File: config.mk
export PLATFORM = sky130hd
export DESIGN_NAME = ptc_back
export DESIGN_NICKNAME = d
export VERILOG_FILES = /design/src/ptc_pkg.sv /design/src/ptc_back.sv
export SDC_FILE = /design/constraint.sdc
export NUM_CORES = 2
export LEC_CHECK = 0
export ABC_CLOCK_PERIOD_IN_PS = 12300
export BUFFER_PORTS_ARGS = -buffer_cell sky130_fd_sc_hd__buf_2
export CORE_ASPECT_RATIO = 2
export CORE_MARGIN = 4
export CORE_UTILIZATION = 50
export DETAILED_ROUTE_END_ITERATION = 8
export PLACE_DENSITY = 0.66
export SETUP_SLACK_MARGIN = 0.3
export SYNTH_ARGS = -nofsm -noshare
export SYNTH_HDL_FRONTEND = slang
export SYNTH_SLANG_ARGS = --single-unit
export TNS_END_PERCENT = 20
File: constraint.sdc
create_clock -name clk_i -period 12.3 [get_ports clk_i]
set_clock_uncertainty 0.1 [all_clocks]
set_input_delay 1.23 -clock clk_i [delete_from_list [all_inputs] [get_ports clk_i]]
set_output_delay 1.23 -clock clk_i [all_outputs]
set_load 0.02 [all_outputs]
File: src/ptc_pkg.sv
// Shared types, widths, constants and helpers of the pressure/temperature compensation block.
package ptc_pkg;

  // Port and register widths
  localparam int unsigned RawW    = 24;
  localparam int unsigned CoefW   = 16;
  localparam int unsigned CfgIdxW = 3;
  localparam int unsigned DegW    = 13;
  localparam int unsigned PaW     = 32;

  // Internal widths, sized from the value ranges of each term
  localparam int unsigned DtW     = 25;  // D2 - C5*256
  localparam int unsigned ProdW   = 42;  // dT times a 16-bit coefficient
  localparam int unsigned SqW     = 48;  // dT squared
  localparam int unsigned Q6W     = 19;  // T1 - 2000
  localparam int unsigned TiW     = 17;
  localparam int unsigned OffW    = 36;
  localparam int unsigned SensW   = 35;
  localparam int unsigned DiffW   = 18;  // |T1 - 2000|
  localparam int unsigned DsqW    = 36;
  localparam int unsigned CsqW    = 34;
  localparam int unsigned TW      = 20;  // second-order temperature, hundredths
  localparam int unsigned TabsW   = 19;
  localparam int unsigned CorrW   = 40;
  localparam int unsigned Off2W   = 41;
  localparam int unsigned Sens2W  = 40;
  localparam int unsigned SensLoW = 20;
  localparam int unsigned RecipW  = 20;
  localparam int unsigned TqW     = TabsW + RecipW;

  // Divide by 100 as multiply by ceil(2^26/100) and shift, exact for |t| < 2^20
  localparam logic [RecipW-1:0] DivRecip = 20'd671089;
  localparam int unsigned       DivShift = 26;

  localparam int TRef        = 2000;
  localparam int VeryLowGap  = 3500;  // 2000 - (-1500)
  localparam int DegMin      = -2300;
  localparam int DegMax      = 1400;
  localparam longint PaMax   = 64'sd2147483647;
  localparam longint PaMin   = -64'sd2147483648;

  typedef enum logic [CfgIdxW-1:0] {
    CfgSensCoeff   = 3'd0,
    CfgOffsetCoeff = 3'd1,
    CfgSensTempco  = 3'd2,
    CfgOffTempco   = 3'd3,
    CfgRefTempRaw  = 3'd4,
    CfgTempSlope   = 3'd5
  } ptc_cfg_idx_e;

  typedef struct packed {
    logic [CoefW-1:0] sens_coeff;
    logic [CoefW-1:0] offset_coeff;
    logic [CoefW-1:0] sens_tempco;
    logic [CoefW-1:0] offset_tempco;
    logic [CoefW-1:0] ref_temp_raw;
    logic [CoefW-1:0] temp_slope;
  } ptc_cfg_t;

  typedef struct packed {
    logic [RawW-1:0]         d1;
    logic signed [Q6W-1:0]   q6;
    logic signed [OffW-1:0]  off;
    logic signed [SensW-1:0] sens;
    logic [TiW-1:0]          ti_lo;
    logic [TiW-1:0]          ti_hi;
  } ptc_first_t;

  typedef struct packed {
    logic [RawW-1:0]          d1;
    logic signed [Off2W-1:0]  off2;
    logic signed [Sens2W-1:0] sens2;
    logic                     tneg;
    logic [TqW-1:0]           tq;
  } ptc_second_t;

  // Signed divide by 2^k, truncating toward zero
  function automatic logic signed [63:0] sdiv_pow2(input logic signed [63:0] x,
                                                  input int unsigned k);
    logic signed [63:0] bias;
    bias = x[63] ? ((64'sd1 <<< k) - 64'sd1) : 64'sd0;
    return (x + bias) >>> k;
  endfunction

endpackage

File: src/ptc_back.sv
// Output stages: D1*SENS in two partial products, pressure scaling, temperature in degrees.
module ptc_back (
  input  logic                          clk_i,
  input  logic                          rst_ni,
  input  logic                          in_valid_i,
  output logic                          in_ready_o,
  input  ptc_pkg::ptc_second_t          in_i,
  output logic                          out_valid_o,
  input  logic                          out_ready_i,
  output logic signed [ptc_pkg::DegW-1:0] temperature_deg_o,
  output logic signed [ptc_pkg::PaW-1:0]  pressure_pa_o
);

  localparam int unsigned NumStages = 6;
  localparam int unsigned PlW  = ptc_pkg::RawW + ptc_pkg::SensLoW;
  localparam int unsigned PhW  = ptc_pkg::RawW + 1 + ptc_pkg::Sens2W - ptc_pkg::SensLoW;
  localparam int unsigned A1W  = 43;
  localparam int unsigned AW   = 44;
  localparam int unsigned PW   = 29;
  localparam int unsigned P10W = PW + 4;

  logic [NumStages-1:0] vld_q;
  logic [NumStages-1:0] adv;

  always_comb begin
    adv[NumStages-1] = !vld_q[NumStages-1] || out_ready_i;
    for (int s = NumStages - 2; s >= 0; s--) begin
      adv[s] = !vld_q[s] || adv[s+1];
    end
  end

  assign in_ready_o  = adv[0];
  assign out_valid_o = vld_q[NumStages-1];

  always_ff @(posedge clk_i or negedge rst_ni) begin
    if (!rst_ni) begin
      vld_q <= '0;
    end else begin
      if (adv[0]) begin
        vld_q[0] <= in_valid_i;
      end
      for (int s = 1; s < NumStages; s++) begin
        if (adv[s]) begin
          vld_q[s] <= vld_q[s-1];
        end
      end
    end
  end

  // Stage 7: partial products, temperature quotient and sign
  logic [PlW-1:0]                     pl_d, pl_q;
  logic signed [PhW-1:0]              ph_d, ph_q;
  logic [ptc_pkg::DegW-1:0]           tmag;
  logic signed [ptc_pkg::DegW:0]      deg14_d, deg14_q;
  logic signed [ptc_pkg::Off2W-1:0]   off2_s7_q;

  always_comb begin
    pl_d    = in_i.d1 * in_i.sens2[ptc_pkg::SensLoW-1:0];
    ph_d    = $signed({1'b0, in_i.d1}) * $signed(in_i.sens2[ptc_pkg::Sens2W-1:ptc_pkg::SensLoW]);
    tmag    = ptc_pkg::DegW'(in_i.tq >> ptc_pkg::DivShift);
    deg14_d = in_i.tneg ? -$signed({1'b0, tmag}) : $signed({1'b0, tmag});
  end

  always_ff @(posedge clk_i) begin
    if (adv[0]) begin
      pl_q      <= pl_d;
      ph_q      <= ph_d;
      deg14_q   <= deg14_d;
      off2_s7_q <= in_i.off2;
    end
  end

  // Stage 8: combine the product, clamp the temperature
  logic signed [63:0]               prod_d, prod_q;
  logic signed [ptc_pkg::DegW-1:0]  deg_d, deg_s8_q;
  logic signed [ptc_pkg::Off2W-1:0] off2_s8_q;

  always_comb begin
    prod_d = (64'(ph_q) <<< ptc_pkg::SensLoW) + 64'(pl_q);
    if (deg14_q < ptc_pkg::DegMin) begin
      deg_d = ptc_pkg::DegW'(ptc_pkg::DegMin);
    end else if (deg14_q > ptc_pkg::DegMax) begin
      deg_d = ptc_pkg::DegW'(ptc_pkg::DegMax);
    end else begin
      deg_d = deg14_q[ptc_pkg::DegW-1:0];
    end
  end

  always_ff @(posedge clk_i) begin
    if (adv[1]) begin
      prod_q    <= prod_d;
      deg_s8_q  <= deg_d;
      off2_s8_q <= off2_s7_q;
    end
  end

  // Stage 9: D1*SENS / 2^21
  logic signed [A1W-1:0]            a1_q;
  logic signed [ptc_pkg::DegW-1:0]  deg_s9_q;
  logic signed [ptc_pkg::Off2W-1:0] off2_s9_q;

  always_ff @(posedge clk_i) begin
    if (adv[2]) begin
      a1_q      <= A1W'(ptc_pkg::sdiv_pow2(prod_q, 21));
      deg_s9_q  <= deg_s8_q;
      off2_s9_q <= off2_s8_q;
    end
  end

  // Stage 10: subtract the offset
  logic signed [AW-1:0]            a_q;
  logic signed [ptc_pkg::DegW-1:0] deg_s10_q;

  always_ff @(posedge clk_i) begin
    if (adv[3]) begin
      a_q       <= AW'(a1_q) - AW'(off2_s9_q);
      deg_s10_q <= deg_s9_q;
    end
  end

  // Stage 11: / 2^15, tenths of a millibar
  logic signed [PW-1:0]            p_q;
  logic signed [ptc_pkg::DegW-1:0] deg_s11_q;

  always_ff @(posedge clk_i) begin
    if (adv[4]) begin
      p_q       <= PW'(ptc_pkg::sdiv_pow2(64'(a_q), 15));
      deg_s11_q <= deg_s10_q;
    end
  end

  // Stage 12: times ten, saturate; this is the output register
  logic signed [P10W-1:0]         p10;
  logic signed [ptc_pkg::PaW-1:0] pa_d, pa_q;
  logic signed [ptc_pkg::DegW-1:0] deg_q;

  always_comb begin
    p10 = (P10W'(p_q) <<< 3) + (P10W'(p_q) <<< 1);
    if (p10 > ptc_pkg::PaMax) begin
      pa_d = ptc_pkg::PaW'(ptc_pkg::PaMax);
    end else if (p10 < ptc_pkg::PaMin) begin
      pa_d = ptc_pkg::PaW'(ptc_pkg::PaMin);
    end else begin
      pa_d = p10[ptc_pkg::PaW-1:0];
    end
  end

  always_ff @(posedge clk_i) begin
    if (adv[5]) begin
      pa_q  <= pa_d;
      deg_q <= deg_s11_q;
    end
  end

  assign temperature_deg_o = deg_q;
  assign pressure_pa_o     = pa_q;

  // Clamped temperature stays in its range once it enters the pressure path
  assert property (@(posedge clk_i) disable iff (!rst_ni)
    vld_q[1] |-> (deg_s8_q >= ptc_pkg::DegMin) && (deg_s8_q <= ptc_pkg::DegMax))
    else $error("clamped temperature out of range");

endmodule

-- Yosys cells after proc, flatten, opt, wreduce, memory -nomap -nowiden
Cells that the tools add are included.
W data, S select, Z words.
- flip-flop bits (word level): 508
- output and inout bits: 47
- word-level logic and storage cells: 54
- add/sub/neg operators: 6
- multiply operators: 2
- order comparisons: 4
- mux-type cells: 5
- reduce and logical (&&, ||, !) cells: 13
- operator list (kind ; count):
    $add A64 B22 Y64 ; 1
    $add A64 B44 Y64 ; 1
    $add A44 B16 Y44 ; 1
    $mul A24 B20 Y44 ; 1
    $mul A25 B20 Y44 ; 1
    $sub A43 B41 Y44 ; 1
    $add A32 B30 Y33 ; 1
    $gt A33 B32 Y1 const B ; 1
    $lt A33 B32 Y1 const B ; 1
    $mux W32 ; 1
    $mux W13 ; 2
    $mux W21 ; 1
    $mux W15 ; 1
    $gt A14 B12 Y1 const B ; 1
    $lt A14 B13 Y1 const B ; 1
    $neg A13 Y14 ; 1
    $logic_not A1 Y1 ; 6
    $logic_or A1 B1 Y1 ; 6
    $reduce_or A2 Y1 ; 1

-- Depth between registers and ports, before layout
- word-level depth: 7
- gate-level depth with buffers: 27
- depth with buffers taken out: 25

-- Worst setup path after synthesis
OpenSTA, ideal clock, no wires.
- kind: input to register
- from: input port out_ready_i
- to: register deg14_q[0] in the netlist's numbering, enable pin
- setup time: 1.635 ns
- data arrival time: 6.780 ns
- data required time: 10.565 ns
- slack: 3.784 ns
- stages: 4
- buffers on the path: 0
- cell sequence: nor2b_1 -> nand3_1 -> nor2_1 -> nand3_1
- longest elaborated chain between the ends: 6
- ends and longest elaborated chain (item ; line ; RTL):
    start, declared ; ptc_back.sv:9 ; input logic out_ready_i,
    $logic_or A1 B1 Y1 ; ptc_back.sv:26 ; adv[NumStages-1] = !vld_q[NumStages-1] || out_ready_i;
    $logic_or A1 B1 Y1 (2 in series) ; ptc_back.sv:28 ; adv[s] = !vld_q[s] || adv[s+1];
    net adv[3] ; ptc_back.sv:23 ; logic [NumStages-1:0] adv;
    $logic_or A1 B1 Y1 (3 in series) ; ptc_back.sv:28 ;
    net in_ready_o ; ptc_back.sv:6 ; output logic in_ready_o,
    end signal, assigned ; ptc_back.sv:68 ; deg14_q <= deg14_d;
    end, declared ; ptc_back.sv:54 ; logic signed [ptc_pkg::DegW:0] deg14_d, deg14_q;
The timed path passes the listed nets, and every way through them passes these cells.
A chain may end at the register's enable or synchronous reset.

-- Worst setup path after layout
- from: input port in_i[130] in the netlist's numbering
- to: register ph_q[43], data pin
- longest elaborated chain between the ends: 1
- ends and longest elaborated chain (item ; line ; RTL):
    start, declared ; ptc_back.sv:7 ; input ptc_pkg::ptc_second_t in_i,
    $mul A25 B20 Y44 ; ptc_back.sv:59 ; ph_d = $signed({1'b0, in_i.d1}) * $signed(in_i.sens2[ptc_pkg::Sens2W-1:ptc_pkg::SensLoW]);
    net ph_d[43] ; ptc_back.sv:52 ; logic signed [PhW-1:0] ph_d, ph_q;
    end signal, assigned ; ptc_back.sv:67 ; ph_q <= ph_d;
    end, declared ; ptc_back.sv:52 ;
The timed path passes the listed nets, and every way through them passes these cells.

==> results.yml <==
yosys:
  synth.top_cell.area_share: 0.285
  synthTopCellsByArea: "fa_1, edfxtp_1, ha_1"
  syn_inst: 5351
  synth_area_per_cell_um2: 10.3
  synth_edf_count: 502
  synthArstFlopShare: 0.0118
  syn_nets: 6747
  synth_seq_cells: 508
  synth_area_mm2: 0.0553
  yosys_warnings: 0
  ys_seq_area_frac: 0.275
  synth_ff_type: "edfxtp_1"
  synth_top_area_cell: "fa_1"
  synth_cell_types: 88
grt:
  grt_use_total: 0.238
  grt_start_max_net_pins: 72
  grt_pass1_wl_um: 217000
  grt_pass1_vias: 41817
  antenna_found_initial: 11
  gr-total-overflow: 0
clock_tree:
  ctsResizeCount: 0
  cts_root_buffer: "clkbuf_16"
  path_clk_slew_ps: 70
  cts_setup_buffers: 0
  clock-sinks: 508
  clkLatencyLatePin_ps: 560
  cts_made_buffers: 38
  cts_tree: "built"
  htree_levels: 2
  cts.path.max_buffers: 3
  ctsHoldBuffers: 0
sta:
  finalCritPeriodShare: 0.695
  setup_slack_ps: 3750
  slew-limit-headroom: 0.205
  whs_ps: 313
  worst_slew_pin_slew_ps: 1190
  setup_viol: 0
  hold_viol: 0
  rsz0062_at_grt: "no"
  slew_viol_final: 0
  fmax_mhz: 117
  fin_crit_ps: 8550
  fin_setup_tns_ps: 0
floorplanning:
  die_width_um: 243
  initial_core_util: 0.504
  die-height_um: 478
  dieArea_mm2: 0.116
  rows: 172
  io_pins: 196
  core-area_mm2: 0.110
finish:
  final_nets: 6756
  layout_commonest_cell: "inv_1"
  drive_gt1_frac: 0.0548
  multiInputGateArea_mm2: 0.0356
  area_delta_synth_final_pct: 5.85
  fillers: 9777
  seq_area_mm2: 0.0152
  final_cell_mix: "inv_1, fa_1, nand2_1, edfxtp_1, and2_1"
drt:
  wl_per_cell_um: 20.2
  vias_per_cell: 5.57
  dr_total_vias: 37795
  finalWirelength_um: 137000
  drc: 0
  drt-initial-drc-count: 1405
  drtAntennaViolNets: 0
  drtPass1Iterations: 5
worst_setup_path:
  crit_path_end: "ph_q[43]$_DFFE_PP_"
  critPathKind: "input port to flip-flop"
  critPathLaunchType: "input port"
  r2r_end: "pressure_pa_o[10]$_SDFFCE_PN1P_"
  arrival_ps: 8790
  r2r_slack_ps: 8150
  regToRegStartpoint: "p_q[2]$_DFFE_PP_"
  cp_slowest_cell: "buf_2"
  cp_max_fo: 40
  required_ps: 12540
  cp-end-kind: "flip-flop"
  r2r_cells: 11
  critPathMaxStageDelay_ps: 870
  cp-startpoint: "in_i[130]"
  cpMostUsedCell: "fa_1"
outcome:
  status: "completed"
placement:
  dp_hpwl_um: 110000
  place_ws_ps: 3220
  port_buffers: 169
  globalplace.congestion: 0.919
hold_path:
  hold_path.class: "flip-flop to flip-flop"
job:
  max_cap_viol_count: 0
-- logic make-up (layout without fill, tap and decap cells) --
kind of cell | Yosys count | after routing | share of synthesized area
simple gates | 1496 | 1496 | 0.136
fa+ha+maj | 1251 | 1251 | 0.390
buf+inv | 1185 | 1222 | 0.0810
compound gates | 642 | 642 | 0.0751
flops | 508 | 508 | 0.275
xor+xnor | 269 | 269 | 0.0426
other cells | 0 | 6 | 0
-- Yosys cell counts, drive strengths merged, types with 7 or more instances --
library cell / number
inv: 961
fa: 788
nand2: 604
edfxtp: 502
and2: 483
ha: 459
clkbuf: 213
a21oi: 212
xnor2: 198
o21ai: 127
a21o: 123
nor2: 110
nand3: 76
xor2: 71
and3: 42
nand4: 40
nand2b: 39
nor3: 26
a211oi: 22
nor2b: 21
o21bai: 21
o21a: 20
a31oi: 16
and4: 14
o211ai: 13
o31ai: 12
or3: 12
buf: 10
a21boi: 7
a221o: 7
a31o: 7
a41oi: 7
or2: 7
-- final cells by class --
class / instances / area share
multi-input cells: 3658 / 0.609
flip-flops and latches: 508 / 0.260
inverters: 962 / 0.0617
well taps: 1392 / 0.0297
repair buffers: 192 / 0.0174
clock buffers: 46 / 0.0171
clock inverters: 22 / 0.00507
diodes: 6 / 0.000256
-- worst min-delay path by stage --
stage / depth (start not counted) / to / from / slack [ps]
global placement: 0 / prod_q[10]$_DFFE_PP_ / pl_q[10]$_DFFE_PP_ / 300
detailed placement: 0 / deg_s9_q[5]$_DFFE_PP_ / deg_s8_q[5]$_SDFFCE_PP0P_ / 300
CTS: 0 / off2_s8_q[24]$_DFFE_PP_ / off2_s7_q[24]$_DFFE_PP_ / 310
finish: 0 / temperature_deg_o[4]$_DFFE_PP_ / deg_s11_q[4]$_DFFE_PP_ / 310
global route: 0 / prod_q[12]$_DFFE_PP_ / pl_q[12]$_DFFE_PP_ / 330
floorplan: 0 / deg_s10_q[0]$_DFFE_PP_ / deg_s9_q[0]$_DFFE_PP_ / 300
-- registers in the layout (all words and copies together) (netlist names), 14 cells and up --
name and count:
prod_q 64, a_q 44, ph_q 44, pl_q 44, a1_q 43, off2_s7_q 41
off2_s8_q 41, off2_s9_q 41, pressure_pa_o 32, p_q 29, deg14_q 14
-- metal layers --
layer  GRT usage  vias up  wire [um]
li1            -    17082          -
met1       0.220    19171      43300
met2       0.490     1030      79600
met3      0.0201      498       4600
met4       0.144       14       9810
met5           0        -        121
-- metrics by stage --
stage	instance area [um2]	util	instances
2_1_floorplan	55300	-	5351
3_3_place_gp	57200	0.521	6712
3_5_place_dp	57200	0.521	6712
4_1_cts	58500	0.533	6780
5_1_grt	58500	0.533	6781
6_report	58500	0.533	6786
-- worst max-delay path: cells and delay by family --
family | cells | cell delay (ps)
fa+ha+maj | 8 | 3770
simple gates | 2 | 410
compound gates | 7 | 1960
xor+xnor | 1 | 240
buf+inv | 7 | 1180
Power is not shown: default switching activity piles up to over one toggle a cycle in this logic, so the estimate is an artifact.
