**src/ptc_pkg.sv**
```systemverilog
// Shared types, widths, constants and helpers of the pressure/temperature compensation block.
package ptc_pkg;

  // Port and register widths
  localparam int unsigned RawW    = 24;
  localparam int unsigned CoefW   = 16;
  localparam int unsigned CfgIdxW = 3;
  localparam int unsigned DegW    = 13;
  localparam int unsigned PaW     = 32;

  // Internal widths, sized from the value ranges of each term
  localparam int unsigned DtW     = 25;  // D2 - C5*256
  localparam int unsigned ProdW   = 42;  // dT times a 16-bit coefficient
  localparam int unsigned SqW     = 48;  // dT squared
  localparam int unsigned Q6W     = 19;  // T1 - 2000
  localparam int unsigned TiW     = 17;
  localparam int unsigned OffW    = 36;
  localparam int unsigned SensW   = 35;
  localparam int unsigned DiffW   = 18;  // |T1 - 2000|
  localparam int unsigned DsqW    = 36;
  localparam int unsigned CsqW    = 34;
  localparam int unsigned TW      = 20;  // second-order temperature, hundredths
  localparam int unsigned TabsW   = 19;
  localparam int unsigned CorrW   = 40;
  localparam int unsigned Off2W   = 41;
  localparam int unsigned Sens2W  = 40;
  localparam int unsigned SensLoW = 20;
  localparam int unsigned RecipW  = 20;
  localparam int unsigned TqW     = TabsW + RecipW;

  // Divide by 100 as multiply by ceil(2^26/100) and shift, exact for |t| < 2^20
  localparam logic [RecipW-1:0] DivRecip = 20'd671089;
  localparam int unsigned       DivShift = 26;

  localparam int TRef        = 2000;
  localparam int VeryLowGap  = 3500;  // 2000 - (-1500)
  localparam int DegMin      = -2300;
  localparam int DegMax      = 1400;
  localparam longint PaMax   = 64'sd2147483647;
  localparam longint PaMin   = -64'sd2147483648;

  typedef enum logic [CfgIdxW-1:0] {
    CfgSensCoeff   = 3'd0,
    CfgOffsetCoeff = 3'd1,
    CfgSensTempco  = 3'd2,
    CfgOffTempco   = 3'd3,
    CfgRefTempRaw  = 3'd4,
    CfgTempSlope   = 3'd5
  } ptc_cfg_idx_e;

  typedef struct packed {
    logic [CoefW-1:0] sens_coeff;
    logic [CoefW-1:0] offset_coeff;
    logic [CoefW-1:0] sens_tempco;
    logic [CoefW-1:0] offset_tempco;
    logic [CoefW-1:0] ref_temp_raw;
    logic [CoefW-1:0] temp_slope;
  } ptc_cfg_t;

  typedef struct packed {
    logic [RawW-1:0]         d1;
    logic signed [Q6W-1:0]   q6;
    logic signed [OffW-1:0]  off;
    logic signed [SensW-1:0] sens;
    logic [TiW-1:0]          ti_lo;
    logic [TiW-1:0]          ti_hi;
  } ptc_first_t;

  typedef struct packed {
    logic [RawW-1:0]          d1;
    logic signed [Off2W-1:0]  off2;
    logic signed [Sens2W-1:0] sens2;
    logic                     tneg;
    logic [TqW-1:0]           tq;
  } ptc_second_t;

  // Signed divide by 2^k, truncating toward zero
  function automatic logic signed [63:0] sdiv_pow2(input logic signed [63:0] x,
                                                  input int unsigned k);
    logic signed [63:0] bias;
    bias = x[63] ? ((64'sd1 <<< k) - 64'sd1) : 64'sd0;
    return (x + bias) >>> k;
  endfunction

endpackage

```
**src/ptc_second.sv**
```systemverilog
// Second-order stages: branch selection, correction terms, corrected OFF/SENS and T scaling.
module ptc_second (
  input  logic                 clk_i,
  input  logic                 rst_ni,
  input  logic                 in_valid_i,
  output logic                 in_ready_o,
  input  ptc_pkg::ptc_first_t  in_i,
  output logic                 out_valid_o,
  input  logic                 out_ready_i,
  output ptc_pkg::ptc_second_t out_o
);

  localparam int unsigned NumStages = 3;

  logic [NumStages-1:0] vld_q;
  logic [NumStages-1:0] adv;

  always_comb begin
    adv[NumStages-1] = !vld_q[NumStages-1] || out_ready_i;
    for (int s = NumStages - 2; s >= 0; s--) begin
      adv[s] = !vld_q[s] || adv[s+1];
    end
  end

  assign in_ready_o  = adv[0];
  assign out_valid_o = vld_q[NumStages-1];

  always_ff @(posedge clk_i or negedge rst_ni) begin
    if (!rst_ni) begin
      vld_q <= '0;
    end else begin
      if (adv[0]) begin
        vld_q[0] <= in_valid_i;
      end
      for (int s = 1; s < NumStages; s++) begin
        if (adv[s]) begin
          vld_q[s] <= vld_q[s-1];
        end
      end
    end
  end

  // Stage 4: branch flags, squares, second-order temperature
  logic                            lowbr_d, vlow_d, lowbr_s4_q, vlow_s4_q;
  logic signed [ptc_pkg::Q6W-1:0]  q6_neg, cval;
  logic [ptc_pkg::DiffW-1:0]       diff;
  logic [ptc_pkg::DsqW-1:0]        dsq_d, dsq_q;
  logic signed [2*ptc_pkg::Q6W-1:0] csq_full;
  logic [ptc_pkg::CsqW-1:0]        csq_q;
  logic [ptc_pkg::TiW-1:0]         ti_sel;
  logic signed [ptc_pkg::TW-1:0]   t_d, t_q;
  logic [ptc_pkg::RawW-1:0]        d1_s4_q;
  logic signed [ptc_pkg::OffW-1:0] off_s4_q;
  logic signed [ptc_pkg::SensW-1:0] sens_s4_q;

  always_comb begin
    lowbr_d  = in_i.q6[ptc_pkg::Q6W-1];
    vlow_d   = $signed(in_i.q6) < -ptc_pkg::VeryLowGap;
    q6_neg   = -in_i.q6;
    diff     = lowbr_d ? q6_neg[ptc_pkg::DiffW-1:0] : in_i.q6[ptc_pkg::DiffW-1:0];
    cval     = in_i.q6 + ptc_pkg::Q6W'(ptc_pkg::VeryLowGap);
    dsq_d    = diff * diff;
    csq_full = cval * cval;
    ti_sel   = lowbr_d ? in_i.ti_lo : in_i.ti_hi;
    t_d      = ptc_pkg::TW'(in_i.q6) + ptc_pkg::TW'(ptc_pkg::TRef)
             - ptc_pkg::TW'({1'b0, ti_sel});
  end

  always_ff @(posedge clk_i) begin
    if (adv[0]) begin
      lowbr_s4_q <= lowbr_d;
      vlow_s4_q  <= vlow_d;
      dsq_q      <= dsq_d;
      csq_q      <= csq_full[ptc_pkg::CsqW-1:0];
      t_q        <= t_d;
      d1_s4_q    <= in_i.d1;
      off_s4_q   <= in_i.off;
      sens_s4_q  <= in_i.sens;
    end
  end

  // Stage 5: correction terms and |T|
  logic [ptc_pkg::DsqW+1:0]         dsq3, dsq5;
  logic [ptc_pkg::CsqW+2:0]         csq7;
  logic [ptc_pkg::CorrW-1:0]        offi_d, sensi_d, offi_q, sensi_q;
  logic signed [ptc_pkg::TW-1:0]    t_neg;
  logic                             tneg_d, tneg_q, lowbr_s5_q;
  logic [ptc_pkg::TabsW-1:0]        tabs_d, tabs_q;
  logic [ptc_pkg::RawW-1:0]         d1_s5_q;
  logic signed [ptc_pkg::OffW-1:0]  off_s5_q;
  logic signed [ptc_pkg::SensW-1:0] sens_s5_q;

  always_comb begin
    dsq3 = (ptc_pkg::DsqW+2)'(dsq_q) + (ptc_pkg::DsqW+2)'({dsq_q, 1'b0});
    dsq5 = (ptc_pkg::DsqW+2)'(dsq_q) + (ptc_pkg::DsqW+2)'({dsq_q, 2'b0});
    csq7 = (ptc_pkg::CsqW+3)'({csq_q, 3'b0}) - (ptc_pkg::CsqW+3)'(csq_q);
    if (lowbr_s4_q) begin
      offi_d  = ptc_pkg::CorrW'(dsq3 >> 1)
              + (vlow_s4_q ? ptc_pkg::CorrW'(csq7) : '0);
      sensi_d = ptc_pkg::CorrW'(dsq5 >> 3)
              + (vlow_s4_q ? ptc_pkg::CorrW'({csq_q, 2'b0}) : '0);
    end else begin
      offi_d  = ptc_pkg::CorrW'(dsq_q >> 4);
      sensi_d = '0;
    end
    t_neg  = -t_q;
    tneg_d = t_q[ptc_pkg::TW-1];
    tabs_d = tneg_d ? t_neg[ptc_pkg::TabsW-1:0] : t_q[ptc_pkg::TabsW-1:0];
  end

  always_ff @(posedge clk_i) begin
    if (adv[1]) begin
      offi_q     <= offi_d;
      sensi_q    <= sensi_d;
      tneg_q     <= tneg_d;
      tabs_q     <= tabs_d;
      lowbr_s5_q <= lowbr_s4_q;
      d1_s5_q    <= d1_s4_q;
      off_s5_q   <= off_s4_q;
      sens_s5_q  <= sens_s4_q;
    end
  end

  // Stage 6: apply corrections, start the divide by 100
  ptc_pkg::ptc_second_t s6_d, s6_q;

  always_comb begin
    s6_d.d1    = d1_s5_q;
    s6_d.off2  = ptc_pkg::Off2W'(off_s5_q) - ptc_pkg::Off2W'(offi_q);
    s6_d.sens2 = ptc_pkg::Sens2W'(sens_s5_q) - ptc_pkg::Sens2W'(sensi_q);
    s6_d.tneg  = tneg_q;
    s6_d.tq    = tabs_q * ptc_pkg::DivRecip;
  end

  always_ff @(posedge clk_i) begin
    if (adv[2]) begin
      s6_q <= s6_d;
    end
  end

  assign out_o = s6_q;

  // The very-low-temperature branch is a sub-case of the low one
  assert property (@(posedge clk_i) disable iff (!rst_ni)
    vld_q[0] && vlow_s4_q |-> lowbr_s4_q)
    else $error("very-low flag without low-temperature flag");

  // The high-temperature branch carries no sensitivity correction
  assert property (@(posedge clk_i) disable iff (!rst_ni)
    vld_q[1] && !lowbr_s5_q |-> sensi_q == '0)
    else $error("sensitivity correction in high-temperature branch");

endmodule

```
**config.mk**
```make
export PLATFORM = sky130hd
export DESIGN_NAME = ptc_second
export DESIGN_NICKNAME = d
export VERILOG_FILES = /design/src/ptc_pkg.sv /design/src/ptc_second.sv
export SDC_FILE = /design/constraint.sdc
export NUM_CORES = 2
export LEC_CHECK = 0
export BUFFER_PORTS_ARGS = -buffer_cell sky130_fd_sc_hd__buf_2
export CAP_MARGIN = 10
export CORE_MARGIN = 4
export CORE_UTILIZATION = 58
export DETAILED_ROUTE_END_ITERATION = 10
export GPL_TIMING_DRIVEN = 0
export PLACE_DENSITY = 0.88
export SLEW_MARGIN = 15
export SYNTH_ARGS = -nofsm -noshare
export SYNTH_HDL_FRONTEND = slang
export SYNTH_SLANG_ARGS = --single-unit
```
**constraint.sdc**
```tcl
create_clock -name clk_i -period 8.2 [get_ports clk_i]
set_input_delay 0.41 -clock clk_i [delete_from_list [all_inputs] [get_ports clk_i]]
set_output_delay 0.41 -clock clk_i [all_outputs]
set_load 0.02 [all_outputs]
```
; ---- Word level (Yosys, flattened, before mapping)
; Cells that the tools add are included.
[totals]
output_inout_bits = 147
register_bits = 528
input_bits = 152
[classes]
muxes = 6
mul = 3
order_cmp = 1
n_addsub = 12
reduce_logical = 6
[ops]
columns = op, count
row1 = $sub A41 B38 Y41, 1
row2 = $sub A40 B40 Y40, 1
row3 = $mul A19 B20 Y39 const B, 1
row4 = $add A36 B37 Y38, 1
row5 = $add A36 B38 Y38, 1
row6 = $add A37 B37 Y38, 1
row7 = $add A35 B36 Y37, 1
row8 = $mux W37, 1
row9 = $sub A37 B34 Y37, 1
row10 = $mul A18 B18 Y36, 1
row11 = $mux W36, 1
row12 = $mul A19 B19 Y34, 1
row13 = $mux W32, 1
row14 = $add A19 B12 Y20 const B, 1
row15 = $sub A20 B17 Y20, 1
row16 = $add A19 B13 Y19 const B, 1
row17 = $lt A19 B13 Y1 const B, 1
row18 = $mux W19, 1
row19 = $neg A19 Y19, 1
row20 = $mux W18, 1
row21 = $neg A18 Y18, 1
row22 = $mux W17, 1
row23 = $logic_not A1 Y1, 3
row24 = $logic_or A1 B1 Y1, 3

; ---- Longest topological paths before layout
[logic_depth]
word_depth = 4
depth_mapped = 37
mapped_depth_nobuf = 36

; ---- Worst setup path after synthesis
; Ideal clock, no wire load.
[synth_timing]
kind = input -> register
from = input in_i[107] (netlist bit)
to = register csq_q[33] (netlist bit) (data pin)
t_required_ns = 7.941
cell_stages = 35
slack_ns = -0.762
t_arrival_ns = 8.702
setup_time_ns = 0.259
path_buffers = 2
path_cell_list = inv_1 -> clkbuf_1 -> ha_1 -> inv_1 -> a21oi_1 -> o21ai_1 -> o21ai_0 -> nand3_1 -> nand2_1 -> nor4_1 -> xnor2_1 -> clkbuf_1 -> nand2_1 -> fa_1 -> fa_1 -> inv_1 -> fa_1 -> fa_1 -> fa_1 -> fa_1 -> inv_1 -> fa_1 -> inv_1 -> ha_1 -> a21o_1 -> a21o_1 -> a21o_1 -> a21oi_1 -> nor2_1 -> a2111oi_0 -> nor3_1 -> a2111oi_2 -> o21bai_1 -> a21oi_1 -> xnor2_1
[synth_via]
elab_chain_len = 2
[synth_lines]
columns = item, line_no
row1 = start: declaration, ptc_second.sv:7  ; input ptc_pkg::ptc_first_t in_i,
row2 = $add A19 B13 Y19, ptc_second.sv:61  ; cval = in_i.q6 + ptc_pkg::Q6W'(ptc_pkg::VeryLowGap);
row3 = $mul A19 B19 Y34, ptc_second.sv:63  ; csq_full = cval * cval;
row4 = named net csq_full (one bit), ptc_second.sv:48  ; logic signed [2*ptc_pkg::Q6W-1:0] csq_full;
row5 = end signal: assignment, ptc_second.sv:74  ; csq_q <= csq_full[ptc_pkg::CsqW-1:0];
row6 = end: declaration, ptc_second.sv:49  ; logic [ptc_pkg::CsqW-1:0] csq_q;
; The timed path passes the listed nets, and every way through them passes these cells.
; A chain may end at the register's enable or synchronous reset.

; ---- Worst setup path after layout
[layout_timing]
from = input in_i[123] (netlist bit)
to = register dsq_q[34] (netlist bit) (data pin)
[layout_via]
elab_chain_len = 2
[layout_lines]
columns = item, line_no
row1 = $mux W18, ptc_second.sv:60  ; diff = lowbr_d ? q6_neg[ptc_pkg::DiffW-1:0] : in_i.q6[ptc_pkg::DiffW-1:0];
row2 = $mul A18 B18 Y36, ptc_second.sv:62  ; dsq_d = diff * diff;
row3 = named net dsq_d (one bit), ptc_second.sv:47  ; logic [ptc_pkg::DsqW-1:0] dsq_d, dsq_q;
row4 = end signal: assignment, ptc_second.sv:73  ; dsq_q <= dsq_d;
row5 = end: declaration, ptc_second.sv:47
; The timed path passes the listed nets, and every way through them passes these cells.

==> run metrics <==
setup_tns -1.31 ns; dominant combinational cell family by area after synthesis adder cells; worst rel slew slack between 10% and 20%; dominant cell type by count on the critical path sky130_fd_sc_hd__fa_1; post-synthesis share of cell area spent on xor and xnor gates 6.14%; Core Area ~0.097 mm²; Overall Global Routing Usage 29.0%; initial cell density of the core 58.5%; adder and majority cell fraction of the synthesized area 37.8%; nature of the critical path endpoint register; worst setup slack for register-to-register paths 0.65 ns; Setup Skew 0.0438 ns; Min-Delay Path Class input pin to register; data arrival at the endpoint of the critical path 8.83 ns; slew at the pin closest to its max-slew limit 1.25 ns; die area around 0.10 mm²; failing checks negative setup slack; DR vias about 44000; area growth from synthesis to layout 14.9%; WL/cell 21.4 µm; pin count of the biggest net entering global routing a little under 60; Largest delay share family, worst path adder cells; number of max-cap violations 0; critical path start-end classification input pin to register; number of flops mapped to enable cells by yosys 519; number of detailed-route iterations in the first pass 6; endpoint of the worst hold path lowbr_s4_q$_DFFE_PP_; number of top-level design ports 299; RSZ-0062 raised after global routing yes; half-perimeter wire length of the detailed placement result 116 mm; Die Ht 320 µm; most common cell after layout, fill and taps aside sky130_fd_sc_hd__inv_1; Min Clock Period, post-route 8.44 ns; TritonCTS clock tree yes; final setup fails 12; largest cells by area after synthesis sky130_fd_sc_hd__edfxtp_1 (28%), sky130_fd_sc_hd__fa_1 (23%), sky130_fd_sc_hd__ha_1 (15%); number of global-route vias before repair 45800; post-synthesis async set-or-reset flop share less than 1%; Fill cells 6514; kind of start point of the critical path input pin; Design Area, Final approximately 0.065 mm²; count of buffers inserted at the top-level ports 297; total standard cell area after synthesis 0.0566 mm²; launch point of the worst hold path in_i[123]; Net Count, Synth ~7000; CP startpoint in_i[123]; Hold Fails Final Rpt 0; Final Max Tran Viols 0; CP Max Fanout 10; root buf cell sky130_fd_sc_hd__clkbuf_16; yosys synthesis warning count 0; Worst EP required 8.59 ns; share of layout cells above drive strength 1 12.7%; clock insertion delay at the later pin of the skew report about 0.67 ns; Post-Synth Simple-Gate Area 8.79%; initial antenna violation count 8; Starting DRT DRC Count 4641; Antenna Violating Nets Remaining 0; delay of the slowest critical-path stage about 0.7 ns; highest-delay cell along the critical path sky130_fd_sc_hd__xnor2_4; clock tree buffer depth 3; share of Yosys cell area claimed by the top area cell type 27.5%; global placement routability congestion 0.985; synthesized area per cell 10.3 µm²; fin crit share 103%; placement-stage cell area 0.0604 mm²; leading cell types in the layout, fill and taps excluded sky130_fd_sc_hd__inv_1 (1104), sky130_fd_sc_hd__ha_1 (649), sky130_fd_sc_hd__fa_1 (643); Avg Vias per Cell between 5 and 6; DRC Markers 0; reg-to-reg critical path startpoint tabs_q[8]$_DFFE_PP_; wire length of the first global-routing pass 237 mm; post-synthesis mux area share 0.895%; worst flop-to-flop path endpoint out_o[35]$_DFFE_PP_; clock sink count 522; Max H-tree Level 2; cell count after placement 7092; number of unique standard cell types used by synthesis 106; total CTS buffers 54; Buffers & Inverters on Critical Path 8; Post-layout nets 7531; count of placed standard cells in the final layout, fillers left out 7386; final core utilization between 60% and 70%; number of cells produced by synthesis 5487; worst-case reg-to-reg path depth 22; ys flop type sky130_fd_sc_hd__edfxtp_1; die boundary width about 320 µm; CTS clock-pin slew for the worst setup and hold paths 0.06 ns; part of the Yosys area used for sequential elements 27.7%; Routed Wire Length around 160 mm; Max Clk Rate 118 MHz; total number of placement rows 114; compound-gate portion of the synthesized area 10.7%; outcome finished with violations; Remaining Overflow, GRT 0; number of storage elements in the synthesis netlist 522; cell depth of the worst min-delay path 1; leading area contributor after synthesis sky130_fd_sc_hd__edfxtp_1; setup slack of the critical path after layout -0.240 ns
[synthesized netlist by cell type (all sizes together), types with 6 or more instances]
cell / instances
edfxtp: 519
a21o: 131
nand2: 308
o211ai: 19
o41ai: 9
or4: 14
a21boi: 13
mux2i: 12
o31ai: 29
o21ai: 179
a31oi: 26
a211oi: 29
inv: 1120
a2111oi: 6
or2: 11
o21bai: 51
nand4: 16
fa: 652
nor2: 412
o211a: 6
o31a: 6
clkinv: 13
a41oi: 10
nand3: 46
or3: 19
nand2b: 62
a31o: 8
a311oi: 6
nor3: 52
nor2b: 31
a221oi: 8
ha: 667
xor2: 98
a211o: 10
mux2: 34
and3: 32
o21a: 64
a21oi: 272
and2: 44
clkbuf: 59
nor4: 12
xnor2: 297
[flip-flops by register name, summed over array words and instances (netlist names), 32 cells and up]
register and flops:
out_o 145, offi_q 38, sensi_q 37, off_s4_q 36, off_s5_q 36, dsq_q 35
sens_s4_q 35, sens_s5_q 35, csq_q 32
[logic make-up (layout without fill, tap and decap cells)]
kind of cell | count (synthesis) | after routing
multiplexers | 46 | 46
flip-flops | 522 | 522
adder cells (fa/ha/maj) | 1319 | 1319
buffers and inverters | 1198 | 1815
AO/OA/AOI/OAI | 920 | 920
AND/OR/NAND/NOR | 1086 | 1086
XOR/XNOR | 395 | 395
other | 1 | 7
[layout make-up]
class | instances | area (µm²) | share of cell area [%]
clock inverter | 39 | 469 | 0.721
tap | 1276 | 1600 | 2.45
inverter | 1133 | 4310 | 6.63
sequential | 522 | 15700 | 24.1
multi-input combinational | 3767 | 37500 | 57.6
timing repair buffer | 524 | 3690 | 5.68
buffer | 58 | 427 | 0.656
clock buffer | 61 | 1380 | 2.12
antenna | 6 | 15.0 | 0.0231
[how the worst max path moves through the flow]
stage,endpoint,slack (ns),depth (start not counted)
floorplan,csq_q[33]$_DFFE_PP_,-0.01,36
finish,dsq_q[34]$_DFFE_PP_,-0.24,29
global route,dsq_q[34]$_DFFE_PP_,-0.41,29
global placement,t_q[0]$_DFFE_PP_,-3.88,2
CTS,csq_q[32]$_DFFE_PP_,-0.003,31
detailed placement,csq_q[33]$_DFFE_PP_,-1.75,32
[through the flow]
stage,hold WS [ns],worst slack [ns]
floorplan,0.114,-0.0136
global route,0.0384,-0.413
CTS,0.0180,-0.00277
detailed placement,0.206,-1.75
global placement,0.205,-3.88
finish,0.0507,-0.240
[repair_timing]
action	in CTS	in global routing
buffers inserted	24	74
gates resized for setup	79	155
gates cloned	0	0
pin swaps	19	83
endpoints found under the setup margin	30	23
hold buffers	97	0
hold endpoints to repair	99	0
[routing by layer]
layer  GRT usage, %  share of wire (%)  vias up
li1               -                  -    19300
met1           34.5                 34    21300
met5              0             0.0069        -
met2           50.1                 48     2635
met4           16.5                7.8        2
met3           4.95                9.5      830
Power is not shown: default switching activity piles up to over one toggle a cycle in this logic, so the estimate is an artifact.
